`config.mk`:
```
export PLATFORM = sky130hd
export DESIGN_NAME = linear_interp_sample_rate_converter_core
export DESIGN_NICKNAME = d
export VERILOG_FILES = /design/src/hdl/lisrc_pkg.sv /design/src/hdl/linear_interp_sample_rate_converter_core.sv /design/src/hdl/lisrc_datapath.sv /design/src/hdl/lisrc_ctrl.sv
export SDC_FILE = /design/constraint.sdc
export NUM_CORES = 1
export LEC_CHECK = 0
export BUFFER_PORTS_ARGS = -buffer_cell sky130_fd_sc_hd__buf_4
export CORE_MARGIN = 2
export CORE_UTILIZATION = 43
export DETAILED_ROUTE_END_ITERATION = 8
export PLACE_DENSITY = 0.63
export SLEW_MARGIN = 20
export SYNTH_ARGS = -nofsm -noshare
export SYNTH_HDL_FRONTEND = slang
export SYNTH_HIERARCHICAL = 1
export SYNTH_SLANG_ARGS = --single-unit
```
`constraint.sdc`:
```
create_clock -name clk -period 12.3 [get_ports clk]
set_input_delay 2.46 -clock clk [delete_from_list [all_inputs] [get_ports clk]]
set_output_delay 2.46 -clock clk [all_outputs]
set_load 0.01 [all_outputs]
```
`src/hdl/lisrc_pkg.sv`:
```
// Shared constants and control types for the linear interpolation rate converter.
`default_nettype none

package lisrc_pkg;

    localparam int SAMPLE_W       = 16;
    localparam int RATE_W         = 18;
    localparam int PHASE_W        = 19;
    localparam int ACC_W          = SAMPLE_W + RATE_W;
    localparam int MAX_OUT_PER_IN = 16;
    localparam int RES_CNT_W      = $clog2(MAX_OUT_PER_IN + 1);
    localparam int OVF_SUM_W      = PHASE_W + RES_CNT_W + 1;
    localparam int DIV_CNT_W      = $clog2(RATE_W + 1);

    localparam logic [DIV_CNT_W-1:0] DIV_STEPS_INTERP = DIV_CNT_W'(SAMPLE_W);
    localparam logic [DIV_CNT_W-1:0] DIV_STEPS_MOD    = DIV_CNT_W'(RATE_W);

    localparam logic [RATE_W-1:0] RATE_RESET = RATE_W'(48000);

    localparam int CFG_IDX_W = 1;
    localparam logic [CFG_IDX_W-1:0] REG_SOURCE_RATE = 1'b0;
    localparam logic [CFG_IDX_W-1:0] REG_TARGET_RATE = 1'b1;

    typedef struct packed {
        logic load_item;
        logic mul_a;
        logic mul_b;
        logic div_init_interp;
        logic div_init_mod;
        logic div_step;
        logic emit;
        logic fin_phase;
        logic fin_mod;
    } lisrc_cmd_t;

    typedef struct packed {
        logic more;
        logic f_below;
        logic out_free;
    } lisrc_status_t;

endpackage

`default_nettype wire

```
`src/hdl/linear_interp_sample_rate_converter_core.sv`:
```
// Top level of the linear interpolation sample rate converter.
//
//  channel | direction | handshake           | payload
//  --------+-----------+---------------------+-----------------------------------
//  in      | to block  | in_valid / in_stall | in_sample
//  out     | from blk  | out_valid/out_stall | out_sample, last_of_run, overflow
//  cfg     | to block  | cfg_valid/cfg_ready | cfg_index, cfg_data
//
// Each result that an input beat yields costs one multiply pair, a pass of the shared
// divider and an emit; when results are dropped past sixteen, a remainder pass of the
// shared divider sets the phase for the next input.
// Reset sets both rates to 48000 and clears the previous sample and the phase.
// A stalled output holds the finished result while the controller waits to emit the next.
`default_nettype none

module linear_interp_sample_rate_converter_core (
    input  wire logic                                  clk,
    input  wire logic                                  rst_n,
    input  wire logic                                  in_valid,
    output logic                                       in_stall,
    input  wire logic signed [lisrc_pkg::SAMPLE_W-1:0] in_sample,
    output logic                                       out_valid,
    input  wire logic                                  out_stall,
    output logic signed [lisrc_pkg::SAMPLE_W-1:0]      out_sample,
    output logic                                       last_of_run,
    output logic                                       overflow,
    input  wire logic                                  cfg_valid,
    output logic                                       cfg_ready,
    input  wire logic [lisrc_pkg::CFG_IDX_W-1:0]       cfg_index,
    input  wire logic [lisrc_pkg::RATE_W-1:0]          cfg_data
);
    import lisrc_pkg::*;

    lisrc_cmd_t    cmd;
    lisrc_status_t status;

    assign cfg_ready = 1'b1;

    lisrc_ctrl u_ctrl (
        .clk      (clk),
        .rst_n    (rst_n),
        .in_valid (in_valid),
        .in_stall (in_stall),
        .status   (status),
        .cmd      (cmd)
    );

    lisrc_datapath u_datapath (
        .clk         (clk),
        .rst_n       (rst_n),
        .cfg_wr      (cfg_valid && cfg_ready),
        .cfg_index   (cfg_index),
        .cfg_data    (cfg_data),
        .in_sample   (in_sample),
        .cmd         (cmd),
        .status      (status),
        .out_valid   (out_valid),
        .out_stall   (out_stall),
        .out_sample  (out_sample),
        .last_of_run (last_of_run),
        .overflow    (overflow)
    );

    // An accepted input keeps the block busy for at least the next cycle.
    a_accept_busy: assert property (@(posedge clk) disable iff (!rst_n)
        (in_valid && !in_stall) |=> in_stall)
        else $error("input accepted but block not busy afterwards");

    // The controller issues at most one datapath command per cycle.
    a_cmd_single: assert property (@(posedge clk) disable iff (!rst_n)
        $onehot0(cmd))
        else $error("more than one datapath command in a cycle");

    // A result is never written over one that is still held by a stalled output.
    a_emit_free: assert property (@(posedge clk) disable iff (!rst_n)
        cmd.emit |-> !(out_valid && out_stall))
        else $error("result emitted over a stalled output beat");

    // Only an emit can raise the output valid.
    a_valid_source: assert property (@(posedge clk) disable iff (!rst_n)
        (!out_valid && !cmd.emit) |=> !out_valid)
        else $error("output valid rose without an emit");

endmodule

`default_nettype wire

```
`src/hdl/lisrc_datapath.sv`:
```
// Datapath: rate registers, sample and phase state, multiplier, shared divider, output register.
`default_nettype none

module lisrc_datapath (
    input  wire logic                                clk,
    input  wire logic                                rst_n,
    input  wire logic                                cfg_wr,
    input  wire logic [lisrc_pkg::CFG_IDX_W-1:0]     cfg_index,
    input  wire logic [lisrc_pkg::RATE_W-1:0]        cfg_data,
    input  wire logic signed [lisrc_pkg::SAMPLE_W-1:0] in_sample,
    input  wire lisrc_pkg::lisrc_cmd_t               cmd,
    output lisrc_pkg::lisrc_status_t                 status,
    output logic                                     out_valid,
    input  wire logic                                out_stall,
    output logic signed [lisrc_pkg::SAMPLE_W-1:0]    out_sample,
    output logic                                     last_of_run,
    output logic                                     overflow
);
    import lisrc_pkg::*;

    logic [RATE_W-1:0]    src_reg, src_next;
    logic [RATE_W-1:0]    dst_reg, dst_next;
    logic [SAMPLE_W-1:0]  prev_reg, prev_next;
    logic [SAMPLE_W-1:0]  cur_reg, cur_next;
    logic [PHASE_W-1:0]   phase_reg, phase_next;
    logic [RES_CNT_W-1:0] res_cnt_reg, res_cnt_next;
    logic                 ovf_reg, ovf_next;
    logic [ACC_W-1:0]     acc_reg, acc_next;
    logic [RATE_W-1:0]    rem_reg, rem_next;
    logic [ACC_W-1:0]     sh_reg, sh_next;
    logic [RATE_W-1:0]    divisor_reg, divisor_next;
    logic                 out_valid_reg, out_valid_next;
    logic [SAMPLE_W-1:0]  out_sample_reg, out_sample_next;
    logic                 last_reg, last_next;
    logic                 out_ovf_reg, out_ovf_next;

    logic [RATE_W-1:0]    src_eff, dst_eff;
    logic [RATE_W-1:0]    f_lo, diff;
    logic [SAMPLE_W-1:0]  up, uc;
    logic [SAMPLE_W-1:0]  mul_x;
    logic [RATE_W-1:0]    mul_y;
    logic [ACC_W-1:0]     prod;
    logic [OVF_SUM_W-1:0] ovf_sum;
    logic                 ovf_hit;
    logic [PHASE_W-1:0]   f_step;
    logic [RATE_W:0]      trial_in, trial;
    logic                 q_bit;
    logic                 out_take;

    // A rate register holding zero behaves as a rate of one.
    assign src_eff = (src_reg == '0) ? RATE_W'(1) : src_reg;
    assign dst_eff = (dst_reg == '0) ? RATE_W'(1) : dst_reg;

    // Phase is below the target rate whenever it is used as an interpolation offset.
    assign f_lo = phase_reg[RATE_W-1:0];
    assign diff = dst_eff - f_lo;

    // Offset binary turns the signed blend into an unsigned one with a bias of half scale.
    assign up = {~prev_reg[SAMPLE_W-1], prev_reg[SAMPLE_W-2:0]};
    assign uc = {~cur_reg[SAMPLE_W-1], cur_reg[SAMPLE_W-2:0]};

    assign mul_x = cmd.mul_b ? uc : up;
    assign mul_y = cmd.mul_b ? f_lo : diff;
    assign prod  = ACC_W'(mul_x) * ACC_W'(mul_y);

    assign ovf_sum = OVF_SUM_W'(phase_reg)
                   + OVF_SUM_W'(src_eff) * OVF_SUM_W'(MAX_OUT_PER_IN);
    assign ovf_hit = ovf_sum < OVF_SUM_W'(dst_eff);

    assign f_step = phase_reg + PHASE_W'(src_eff);

    // One restoring division step per cycle.
    assign trial_in = {rem_reg, sh_reg[ACC_W-1]};
    assign trial    = trial_in - {1'b0, divisor_reg};
    assign q_bit    = trial_in >= {1'b0, divisor_reg};

    assign out_take = out_valid_reg && !out_stall;

    assign status.f_below  = phase_reg < PHASE_W'(dst_eff);
    assign status.more     = status.f_below
                          && (res_cnt_reg != RES_CNT_W'(MAX_OUT_PER_IN));
    assign status.out_free = !out_valid_reg || !out_stall;

    always_comb
    begin
        src_next        = src_reg;
        dst_next        = dst_reg;
        prev_next       = prev_reg;
        cur_next        = cur_reg;
        phase_next      = phase_reg;
        res_cnt_next    = res_cnt_reg;
        ovf_next        = ovf_reg;
        acc_next        = acc_reg;
        rem_next        = rem_reg;
        sh_next         = sh_reg;
        divisor_next    = divisor_reg;
        out_valid_next  = out_valid_reg;
        out_sample_next = out_sample_reg;
        last_next       = last_reg;
        out_ovf_next    = out_ovf_reg;

        if (cfg_wr)
        begin
            unique case (cfg_index)
                REG_SOURCE_RATE: src_next = cfg_data;
                REG_TARGET_RATE: dst_next = cfg_data;
            endcase
        end

        if (out_take)
        begin
            out_valid_next = 1'b0;
        end

        if (cmd.load_item)
        begin
            cur_next     = in_sample;
            ovf_next     = ovf_hit;
            res_cnt_next = '0;
        end

        if (cmd.mul_a)
        begin
            acc_next = prod;
        end

        if (cmd.mul_b)
        begin
            acc_next = acc_reg + prod;
        end

        if (cmd.div_init_interp)
        begin
            rem_next     = acc_reg[ACC_W-1:SAMPLE_W];
            sh_next      = {acc_reg[SAMPLE_W-1:0], {RATE_W{1'b0}}};
            divisor_next = dst_eff;
        end

        if (cmd.div_init_mod)
        begin
            rem_next     = '0;
            sh_next      = {diff, {SAMPLE_W{1'b0}}};
            divisor_next = src_eff;
        end

        if (cmd.div_step)
        begin
            rem_next = q_bit ? trial[RATE_W-1:0] : trial_in[RATE_W-1:0];
            sh_next  = {sh_reg[ACC_W-2:0], q_bit};
        end

        if (cmd.emit)
        begin
            out_valid_next  = 1'b1;
            out_sample_next = {~sh_reg[SAMPLE_W-1], sh_reg[SAMPLE_W-2:0]};
            last_next       = (res_cnt_reg == RES_CNT_W'(MAX_OUT_PER_IN - 1))
                           || (f_step >= PHASE_W'(dst_eff));
            out_ovf_next    = ovf_reg;
            phase_next      = f_step;
            res_cnt_next    = res_cnt_reg + RES_CNT_W'(1);
        end

        if (cmd.fin_phase)
        begin
            phase_next = phase_reg - PHASE_W'(dst_eff);
            prev_next  = cur_reg;
        end

        // Dropped results: the phase lands on the first multiple of the source rate
        // past the target rate, found from the remainder.
        if (cmd.fin_mod)
        begin
            phase_next = (rem_reg == '0) ? '0 : PHASE_W'(src_eff - rem_reg);
            prev_next  = cur_reg;
        end
    end

    always_ff @(posedge clk or negedge rst_n)
    begin
        if (!rst_n)
        begin
            src_reg       <= RATE_RESET;
            dst_reg       <= RATE_RESET;
            prev_reg      <= '0;
            phase_reg     <= '0;
            res_cnt_reg   <= '0;
            out_valid_reg <= 1'b0;
        end
        else
        begin
            src_reg       <= src_next;
            dst_reg       <= dst_next;
            prev_reg      <= prev_next;
            phase_reg     <= phase_next;
            res_cnt_reg   <= res_cnt_next;
            out_valid_reg <= out_valid_next;
        end
    end

    always_ff @(posedge clk)
    begin
        cur_reg        <= cur_next;
        ovf_reg        <= ovf_next;
        acc_reg        <= acc_next;
        rem_reg        <= rem_next;
        sh_reg         <= sh_next;
        divisor_reg    <= divisor_next;
        out_sample_reg <= out_sample_next;
        last_reg       <= last_next;
        out_ovf_reg    <= out_ovf_next;
    end

    assign out_valid   = out_valid_reg;
    assign out_sample  = out_sample_reg;
    assign last_of_run = last_reg;
    assign overflow    = out_ovf_reg;

endmodule

`default_nettype wire

```
`src/hdl/lisrc_ctrl.sv`:
```
// Controller state machine sequencing multiply, divide and emit steps per input sample.
`default_nettype none

module lisrc_ctrl (
    input  wire logic                      clk,
    input  wire logic                      rst_n,
    input  wire logic                      in_valid,
    output logic                           in_stall,
    input  wire lisrc_pkg::lisrc_status_t  status,
    output lisrc_pkg::lisrc_cmd_t          cmd
);
    import lisrc_pkg::*;

    typedef enum logic [7:0] {
        S_IDLE     = 8'b0000_0001,
        S_CHECK    = 8'b0000_0010,
        S_MUL_B    = 8'b0000_0100,
        S_DIV_INIT = 8'b0000_1000,
        S_DIV      = 8'b0001_0000,
        S_EMIT     = 8'b0010_0000,
        S_MOD_DIV  = 8'b0100_0000,
        S_FIN_MOD  = 8'b1000_0000
    } state_t;

    state_t               state_reg, state_next;
    logic [DIV_CNT_W-1:0] div_cnt_reg, div_cnt_next;

    always_comb
    begin
        state_next   = state_reg;
        div_cnt_next = div_cnt_reg;
        cmd          = '0;

        unique case (state_reg)
            S_IDLE:
            begin
                if (in_valid)
                begin
                    cmd.load_item = 1'b1;
                    state_next    = S_CHECK;
                end
            end
            S_CHECK:
            begin
                priority if (status.more)
                begin
                    cmd.mul_a  = 1'b1;
                    state_next = S_MUL_B;
                end
                else if (status.f_below)
                begin
                    cmd.div_init_mod = 1'b1;
                    div_cnt_next     = DIV_STEPS_MOD;
                    state_next       = S_MOD_DIV;
                end
                else
                begin
                    cmd.fin_phase = 1'b1;
                    state_next    = S_IDLE;
                end
            end
            S_MUL_B:
            begin
                cmd.mul_b  = 1'b1;
                state_next = S_DIV_INIT;
            end
            S_DIV_INIT:
            begin
                cmd.div_init_interp = 1'b1;
                div_cnt_next        = DIV_STEPS_INTERP;
                state_next          = S_DIV;
            end
            S_DIV:
            begin
                cmd.div_step = 1'b1;
                div_cnt_next = div_cnt_reg - DIV_CNT_W'(1);
                if (div_cnt_reg == DIV_CNT_W'(1))
                begin
                    state_next = S_EMIT;
                end
            end
            S_EMIT:
            begin
                if (status.out_free)
                begin
                    cmd.emit   = 1'b1;
                    state_next = S_CHECK;
                end
            end
            S_MOD_DIV:
            begin
                cmd.div_step = 1'b1;
                div_cnt_next = div_cnt_reg - DIV_CNT_W'(1);
                if (div_cnt_reg == DIV_CNT_W'(1))
                begin
                    state_next = S_FIN_MOD;
                end
            end
            S_FIN_MOD:
            begin
                cmd.fin_mod = 1'b1;
                state_next  = S_IDLE;
            end
            default:
            begin
                state_next = S_IDLE;
            end
        endcase
    end

    always_ff @(posedge clk or negedge rst_n)
    begin
        if (!rst_n)
        begin
            state_reg   <= S_IDLE;
            div_cnt_reg <= '0;
        end
        else
        begin
            state_reg   <= state_next;
            div_cnt_reg <= div_cnt_next;
        end
    end

    assign in_stall = (state_reg != S_IDLE);

endmodule

`default_nettype wire
```
---- Word-level counts from Yosys, hierarchy flattened ----
Cells that the tools add are included.
word-level totals
  bits in registers ....................... 229
  bits in read-only memories .............. 0
  memory bits (writable) .................. 0
  input bits .............................. 40
  logic and storage cells ................. 126
  latch bits .............................. 0
  output and inout port bits .............. 21
  memories ................................ 0
cells by class
  shift-type cells ........................ 0
  order comparisons ....................... 4
  div/mod/pow operators ................... 0
  bitwise gates (word level) .............. 4
  $add $sub $neg .......................... 9
  mux-type cells .......................... 51
  reductions and logical operators ........ 22
  eq/ne operators ......................... 18
  $mul .................................... 1
operators with widths
  operator                                              number
  two-way mux 34 bit                                    5
  two-way mux 18 bit                                    9
  two-way mux 19 bit                                    4
  case mux 8 bit (7 select lines)                       1
  logical NOT 18 bit                                    3
  two-way mux 16 bit                                    3
  greater-or-equal comparator 19 x 18 -> 1 bit          2
  subtractor 18 bit                                     2
  adder 34 bit                                          1
  multiplier 16 x 18 -> 34 bit                          1
  two-way mux 8 bit                                     4
  less-than comparator 25 x 18 -> 1 bit                 1
  adder 19 x 22 -> 23 bit                               1
  two-way mux 5 bit                                     4
  adder 19 x 18 -> 19 bit                               1
  less-than comparator 19 x 18 -> 1 bit                 1
  subtractor 18 x 18 -> 19 bit                          1
  subtractor 19 x 18 -> 19 bit                          1
  two-way mux 1 bit                                     18
  case mux 5 bit (3 select lines)                       1
  two-way mux 7 bit                                     2
  nonzero test 2 bit                                    5
  nonzero test 3 bit                                    3
  equality test 8 x 1 -> 1 bit (second input constant)  1
  23 further kinds                                      34

---- Depth between registers and ports, before layout ----
Gate-level depths: netlist (run 1).
  depth after elaboration ................. 8
  depth in mapped cells ................... 47
  gate-level depth less buffers ........... 47

---- Hierarchy ----
The synthesis (run 1) kept the hierarchy.
by module, submodules not included
  module                                    cells an instance  sequential area each (sq um)  area each (sq um)  times used
  lisrc_datapath                            2857               6118.4                        26115.0            1
  lisrc_ctrl                                94                 326.6                         867.1              1
  linear_interp_sample_rate_converter_core  2                  0.0                           11.3               1

---- Least setup slack after synthesis (run 1) ----
OpenSTA, ideal clock, no wires.
  kind .................................... flip-flop to flip-flop
  from .................................... reg u_datapath.dst_reg[11]
  to ...................................... reg u_datapath.acc_reg[32], data pin
  stages on the path, launching flop included .. 44
  buffers on the path ..................... 1
  required time ........................... 12.040 ns
  arrival time ............................ 9.532 ns
  setup time .............................. 0.260 ns
  clock period less this slack ............ 9.792 ns
  slack ................................... 2.508 ns
  path through ............................ dfstp_2 nor4_1 nand2_1 nor4_1 a41oi_1 ha_1 inv_1 fa_1 a21o_1 a21oi_2 o21ai_1 a31oi_1 o21ai_0 nor2_1 xnor2_1 mux2_2 clkbuf_1 nand2_1 [... 8 more ...] inv_1 ha_1 o21a_1 o21ai_0 nand2b_1 a41o_1 a21o_1 a21oi_1 xnor2_1 ha_1 nand2_1 nor4_1 and3_1 a21oi_2 a21oi_2 a221oi_2 xnor2_1 mux2_4
on the way
  word-level cells in the longest chain between the ends .. 7
  elaborated cells between the ends (all ways) .. 8
  classes of those cells .................. add/sub (2); mul (1); mux (4); reduce/logical (1)
ends and longest elaborated chain
  what                                                RTL line                                      source
  from (decl)                                         lisrc_datapath.sv:22                          logic [RATE_W-1:0] dst_reg, dst_next;
  from (signal assigned)                              lisrc_datapath.sv:192                         dst_reg <= dst_next;
  logical NOT 18 bit                                  lisrc_datapath.sv:52                          assign dst_eff = (dst_reg == '0) ? RATE_W'(1) : dst_reg;
  two-way mux 18 bit *                                lisrc_datapath.sv:52
  subtractor 18 bit *                                 lisrc_datapath.sv:56                          assign diff = dst_eff - f_lo;
  two-way mux 18 bit *                                lisrc_datapath.sv:63                          assign mul_y = cmd.mul_b ? f_lo : diff;
  multiplier 16 x 18 -> 34 bit *                      lisrc_datapath.sv:64                          assign prod = ACC_W'(mul_x) * ACC_W'(mul_y);
  adder 34 bit or two-way mux 34 bit (tied branches)  lisrc_datapath.sv:129, lisrc_datapath.sv:122
  two-way mux 34 bit *                                lisrc_datapath.sv:127                         if (cmd.mul_b)
  via u_datapath.acc_next[32]                         lisrc_datapath.sv:28                          logic [ACC_W-1:0] acc_reg, acc_next;
  to (signal assigned)                                lisrc_datapath.sv:204                         acc_reg <= acc_next;
  to (decl)                                           lisrc_datapath.sv:28
The timed path passes the listed nets; every way through them passes the cells marked *. The select of a mux whose other input is x is not followed.
A chain may end at the register's enable or synchronous reset.

---- Final worst setup path (run 1) ----
  from .................................... reg u_datapath.dst_reg[10]
  to ...................................... reg u_datapath.acc_reg[29], data pin
Same word-level chain as after synthesis.

==> results.json, run 1 <==
{
  "first_pass_iters": 5,
  "via_per_inst": 5.67,
  "insertion_delay_ns": 0.58,
  "start_util_pct": 43.6,
  "crit_top_cell": "fa_1",
  "place.port_buffers": 59,
  "worstPathRequired_ns": 12.61,
  "wl_um": 81200,
  "drc": 0,
  "drive_gt1_share_pct": 9.82,
  "fillers": 5992,
  "fin_setup_tns_ns": 0,
  "clock.fmax_mhz": 87.8,
  "grt_use_total_pct": 25.1,
  "core_um2": 61900,
  "crit_type": "flip-flop to flip-flop",
  "yosysUniqueCellTypes": 109,
  "synth_nets": 3503,
  "num-nets-final": 3489,
  "maxCapViolCount": 0,
  "synth_seq_cells": 229,
  "synth-edff-count": 139,
  "synth_area_um2": 27000,
  "post_cts_buffers": 0,
  "die_area_um2": 64800,
  "r2r_cells": 44,
  "ys.warnings.count": 6,
  "antenna_found_initial": 0,
  "seqCellArea_um2": 6440,
  "tritoncts": "built",
  "crit_fanout": 7,
  "cts-htree-levels": 1,
  "hpwl_um": 64900,
  "cts_resized": 0,
  "dp_cells": 3744,
  "crit_arrival_ns": 11.70,
  "multi_input_area_um2": 18600,
  "syn_avg_cell_area_um2": 9.14,
  "worstSetupEndpoint": "u_datapath/acc_reg[29]$_DFFE_PP_",
  "ant_nets": 0,
  "r2r-start": "u_datapath/dst_reg[10]$_DFFE_PN0P_",
  "ctsHoldBuffers": 0,
  "layout_commonest_cell": "inv_1",
  "die-height_um": 255,
  "synth_ff_type": "edfxtp_1",
  "finalCritPeriodShare_pct": 92.6,
  "maxSlewHeadroom_pct": 18.9,
  "ios": 61,
  "rows": 91,
  "area_delta_synth_final_pct": 7.95,
  "grt_pass1_wl_um": 125000,
  "slowest_delay_ns": 0.96,
  "diodes": 0,
  "reg2reg_slack_ns": 0.91,
  "hold_viol_final": 0,
  "final_cells": 3800,
  "finClkSkew_ns": 0.0329,
  "startpoint": "u_datapath/dst_reg[10]$_DFFE_PN0P_",
  "seq_area_frac_synth_pct": 23.9,
  "drt-initial-drc-count": 1420,
  "crit_path_top_delay_cell": "a21boi_1",
  "layout_min_cycle_time_ns": 11.39,
  "die_w_um": 255,
  "syn_inst": 2953,
  "vias": 21562,
  "cts-buffers-inserted": 30,
  "start_kind": "flip-flop",
  "rsz0062_at_grt": "no",
  "grt_max_degree": 75,
  "grt_pass1_vias": 21925,
  "synthArstFlopShare_pct": 39.3,
  "place_congestion": 0.957,
  "ctsLongestPathBuffers": 3,
  "r2r_end": "u_datapath/acc_reg[29]$_DFFE_PP_",
  "hold_class": "flip-flop to flip-flop",
  "cp-end-kind": "flip-flop",
  "final_cell_mix": "inv_1, nand2_1, ha_1",
  "worstMarginPinSlew_ns": 1.21,
  "routedWlPerCell_um": 21.4,
  "status": "finished clean",
  "clkTransAtPathRegs_ns": 0.06,
  "setup_viol": 0,
  "root_buffer": "clkbuf_16",
  "grt_overflow": 0,
  "cts_sinks": 229,
  "final_max_slew_viol_count": 0
}
[kinds of logic (layout without fill, tap and decap cells)]
family	count (synthesis)	after routing	share of synthesized area [%]
AND/OR/NAND/NOR	852	852	14.4
AO/OA/AOI/OAI	603	603	15.1
adder cells (fa/ha/maj)	510	510	30.0
buffers and inverters	502	512	7.25
flip-flops	229	229	23.9
XOR/XNOR	142	142	4.69
multiplexers	114	114	4.58
other	1	1	0.0139
[critical path, delay by kind of cell, from the launching register on]
kind / cells / cell delay (ns)
compound gates: 19 / 4.42
fa+ha+maj: 10 / 4.11
simple gates: 6 / 1.18
xor+xnor: 3 / 0.45
flops: 1 / 0.41
mux: 1 / 0.28
buf+inv: 5 / 0.27
[worst min-delay path by stage]
stage / endpoint / slack [ns] / start / depth (start not counted)
after global routing: u_datapath/overflow$_DFFE_PP_ / 0.45 / u_datapath/ovf_reg$_DFFE_PP_ / 0
after floorplan: u_datapath/overflow$_DFFE_PP_ / 0.40 / u_datapath/ovf_reg$_DFFE_PP_ / 0
final: u_datapath/overflow$_DFFE_PP_ / 0.43 / u_datapath/ovf_reg$_DFFE_PP_ / 0
after global placement: u_datapath/out_sample[2]$_DFFE_PP_ / 0.43 / u_datapath/sh_reg[2]$_SDFFCE_PN0P_ / 0
after detailed placement: u_datapath/overflow$_DFFE_PP_ / 0.42 / u_datapath/ovf_reg$_DFFE_PP_ / 0
after CTS: u_datapath/overflow$_DFFE_PP_ / 0.44 / u_datapath/ovf_reg$_DFFE_PP_ / 0
[per-layer routing]
| metal | part of all wire (%) | vias to the layer above | GRT usage, % |
|---|---|---|---|
| met2 | 47 | 643 | 42.1 |
| met3 | 4.6 | 184 | 2.42 |
| met4 | 4.7 | 0 | 11.1 |
| li1 | - | 9991 | - |
| met1 | 43 | 10744 | 32.9 |
| met5 | 0 | - | 0 |
[Yosys cell counts (all sizes together) (52+ instances only)]
cell type / number / area (um^2)
a21o: 57 / 428
a21oi: 151 / 786
clkbuf: 101 / 379
dfrtp: 75 / 1880
edfxtp: 139 / 4170
fa: 229 / 4580
ha: 281 / 3520
inv: 370 / 1390
mux2: 71 / 807
nand2: 352 / 1320
nor2: 241 / 905
o21ai: 161 / 813
xnor2: 90 / 811
xor2: 52 / 455
[stage by stage]
stage	hold slack (ns)	instance area, um^2	setup WS [ns]	utilization, %
2_1_floorplan	0.400	27000	2.51	-
3_3_place_gp	0.428	28100	1.31	45.4
3_5_place_dp	0.425	28100	1.08	45.4
4_1_cts	0.440	29100	1.03	47.0
5_1_grt	0.454	29100	0.351	47.0
6_report	0.435	29100	0.910	47.0
[area by class of cell]
cell class	count	share of cell area, %
Clock inverter	17	0.481
Inverter	372	4.80
Sequential cell	229	22.1
Tap cell	837	3.59
Multi-Input combinational cell	2222	63.9
Clock buffer	39	2.98
Timing Repair Buffer	84	2.16
Power of run 1 is not shown: default switching activity piles up to over one toggle a cycle in this logic, so the estimate is an artifact.
==> run 2, diff against run 1 <==
CELL_PAD_IN_SITES_DETAIL_PLACEMENT = 1   (was default)
CELL_PAD_IN_SITES_GLOBAL_PLACEMENT = 2   (was default)
PLACE_DENSITY = 0.89   (was 0.63)
clock period = 13.9 ns   (was 12.3 ns; I/O delays follow)
==> run 2 against run 1 <==
Sequential cell count stayed put. Count of clock-buffer cells in the layout is 3 lower. Non-clock buffer count is 5 higher. Hold slack better by 0.0086 ns. Die area stayed put. Via count is 2.7% higher. Wire length is 16% higher. First-iteration DRC count is 2.1% lower. Utilization is 0.29 points higher. Final cell count is 0.18% higher. Clock skew is 0.012 ns lower. Setup slack better by 1.4 ns. Critical endpoint unchanged.
==> results.json, run 2 (same netlist as run 1, synthesis figures left out) <==
{
  "crit_fanout": 7,
  "cts_resized": 0,
  "grt_pass1_vias": 24199,
  "reg2reg_slack_ns": 2.30,
  "finClkSkew_ns": 0.0210,
  "insertion_delay_ns": 0.61,
  "hold_end": "u_datapath/out_sample[11]$_DFFE_PP_",
  "final_cell_mix": "inv_1, nand2_1, ha_1",
  "crit_arrival_ns": 11.95,
  "root_buffer": "clkbuf_16",
  "num-nets-final": 3495,
  "hold_class": "flip-flop to flip-flop",
  "layout_min_cycle_time_ns": 11.60,
  "fin_setup_tns_ns": 0,
  "worstPathRequired_ns": 14.26,
  "ctsLongestPathBuffers": 3,
  "grt_max_degree": 69,
  "antenna_found_initial": 0,
  "hold_viol_final": 0,
  "routedWlPerCell_um": 24.7,
  "rsz0062_at_grt": "no",
  "cts_sinks": 229,
  "r2r_end": "u_datapath/acc_reg[29]$_DFFE_PP_",
  "vias": 22137,
  "cts-htree-levels": 1,
  "drive_gt1_share_pct": 10.2,
  "core_um2": 61900,
  "crit_type": "flip-flop to flip-flop",
  "clkTransAtPathRegs_ns": 0.07,
  "grt_pass1_wl_um": 145000,
  "grt_use_total_pct": 29.4,
  "status": "finished clean",
  "hpwl_um": 74300,
  "r2r-start": "u_datapath/dst_reg[10]$_DFFE_PN0P_",
  "cp-end-kind": "flip-flop",
  "crit_path_top_delay_cell": "a21boi_1",
  "crit_top_cell": "fa_1",
  "fillers": 7241,
  "maxSlewHeadroom_pct": 26.6,
  "place.port_buffers": 59,
  "post_cts_buffers": 0,
  "wl_um": 93900,
  "setup_viol": 0,
  "place_congestion": 0.929,
  "ctsHoldBuffers": 0,
  "slowest_delay_ns": 0.85,
  "min_from": "u_datapath/sh_reg[11]$_SDFFCE_PN0P_",
  "r2r_cells": 42,
  "cts-buffers-inserted": 31,
  "layout_commonest_cell": "inv_1",
  "min_path_cells": 0,
  "ios": 61,
  "grt_overflow": 0,
  "die_area_um2": 64800,
  "start_util_pct": 43.6,
  "drc": 0,
  "first_pass_iters": 4,
  "diodes": 0,
  "area_delta_synth_final_pct": 8.61,
  "rows": 91,
  "final_max_slew_viol_count": 0,
  "die_w_um": 255,
  "tritoncts": "built",
  "via_per_inst": 5.81,
  "ant_nets": 0,
  "die-height_um": 255,
  "finalCritPeriodShare_pct": 83.4,
  "drt-initial-drc-count": 1390,
  "clock.fmax_mhz": 86.2,
  "maxCapViolCount": 0,
  "start_kind": "flip-flop",
  "worstMarginPinSlew_ns": 1.08
}
-- run 2: critical path: cells and delay by family, from the launching register on --
family,cells,cell delay [ns]
adder cells (fa/ha/maj),10,4.28
multiplexers,1,0.27
XOR/XNOR,3,0.52
AND/OR/NAND/NOR,8,2.02
flip-flops,1,0.41
AO/OA/AOI/OAI,15,3.53
buffers and inverters,5,0.30
-- run 2: cell type report --
class | instances | area [um^2] | share of cell area [%]
multi-input cells | 2222 | 18600 | 63.6
flip-flops and latches | 229 | 6440 | 22.0
inverters | 372 | 1400 | 4.77
well taps | 837 | 1050 | 3.57
clock buffers | 36 | 826 | 2.82
repair buffers | 89 | 668 | 2.28
clock inverters | 22 | 285 | 0.973
-- run 2: routing by layer --
metal / vias up / GRT usage [%] / share of wire [%] / wire length, um
li1: 9985 / - / - / -
met2: 516 / 51.8 / 50 / 46700
met5: - / 0 / 0 / 0
met3: 203 / 3.13 / 4.2 / 3910
met4: 0 / 13.1 / 4.8 / 4550
met1: 11433 / 36.4 / 41 / 38800
-- run 2: worst max-delay path by stage --
| stage | slack, ns | to | from |
|---|---|---|---|
| detailed placement | 2.41 | u_datapath/acc_reg[29]$_DFFE_PP_ | u_datapath/dst_reg[10]$_DFFE_PN0P_ |
| global placement | 2.66 | u_datapath/acc_reg[29]$_DFFE_PP_ | u_datapath/dst_reg[10]$_DFFE_PN0P_ |
| global route | 1.55 | u_datapath/acc_reg[29]$_DFFE_PP_ | u_datapath/dst_reg[10]$_DFFE_PN0P_ |
| CTS | 2.36 | u_datapath/acc_reg[29]$_DFFE_PP_ | u_datapath/dst_reg[10]$_DFFE_PN0P_ |
| finish | 2.30 | u_datapath/acc_reg[29]$_DFFE_PP_ | u_datapath/dst_reg[10]$_DFFE_PN0P_ |
| floorplan | 4.11 | u_datapath/acc_reg[32]$_DFFE_PP_ | u_datapath/dst_reg[11]$_DFFE_PN1P_ |
-- run 2: through the flow --
step           instance area [um^2]  cells  setup WS, ns  hold WS (ns)  utilization, %
2_1_floorplan                 27000   2953          4.11         0.400               -
3_3_place_gp                  28200   3749          2.66         0.424            45.5
3_5_place_dp                  28200   3749          2.41         0.430            45.5
4_1_cts                       29300   3807          2.36         0.444            47.3
5_1_grt                       29300   3807          1.55         0.457            47.3
6_report                      29300   3807          2.30         0.444            47.3
Power of run 2 is left out for the same reason.
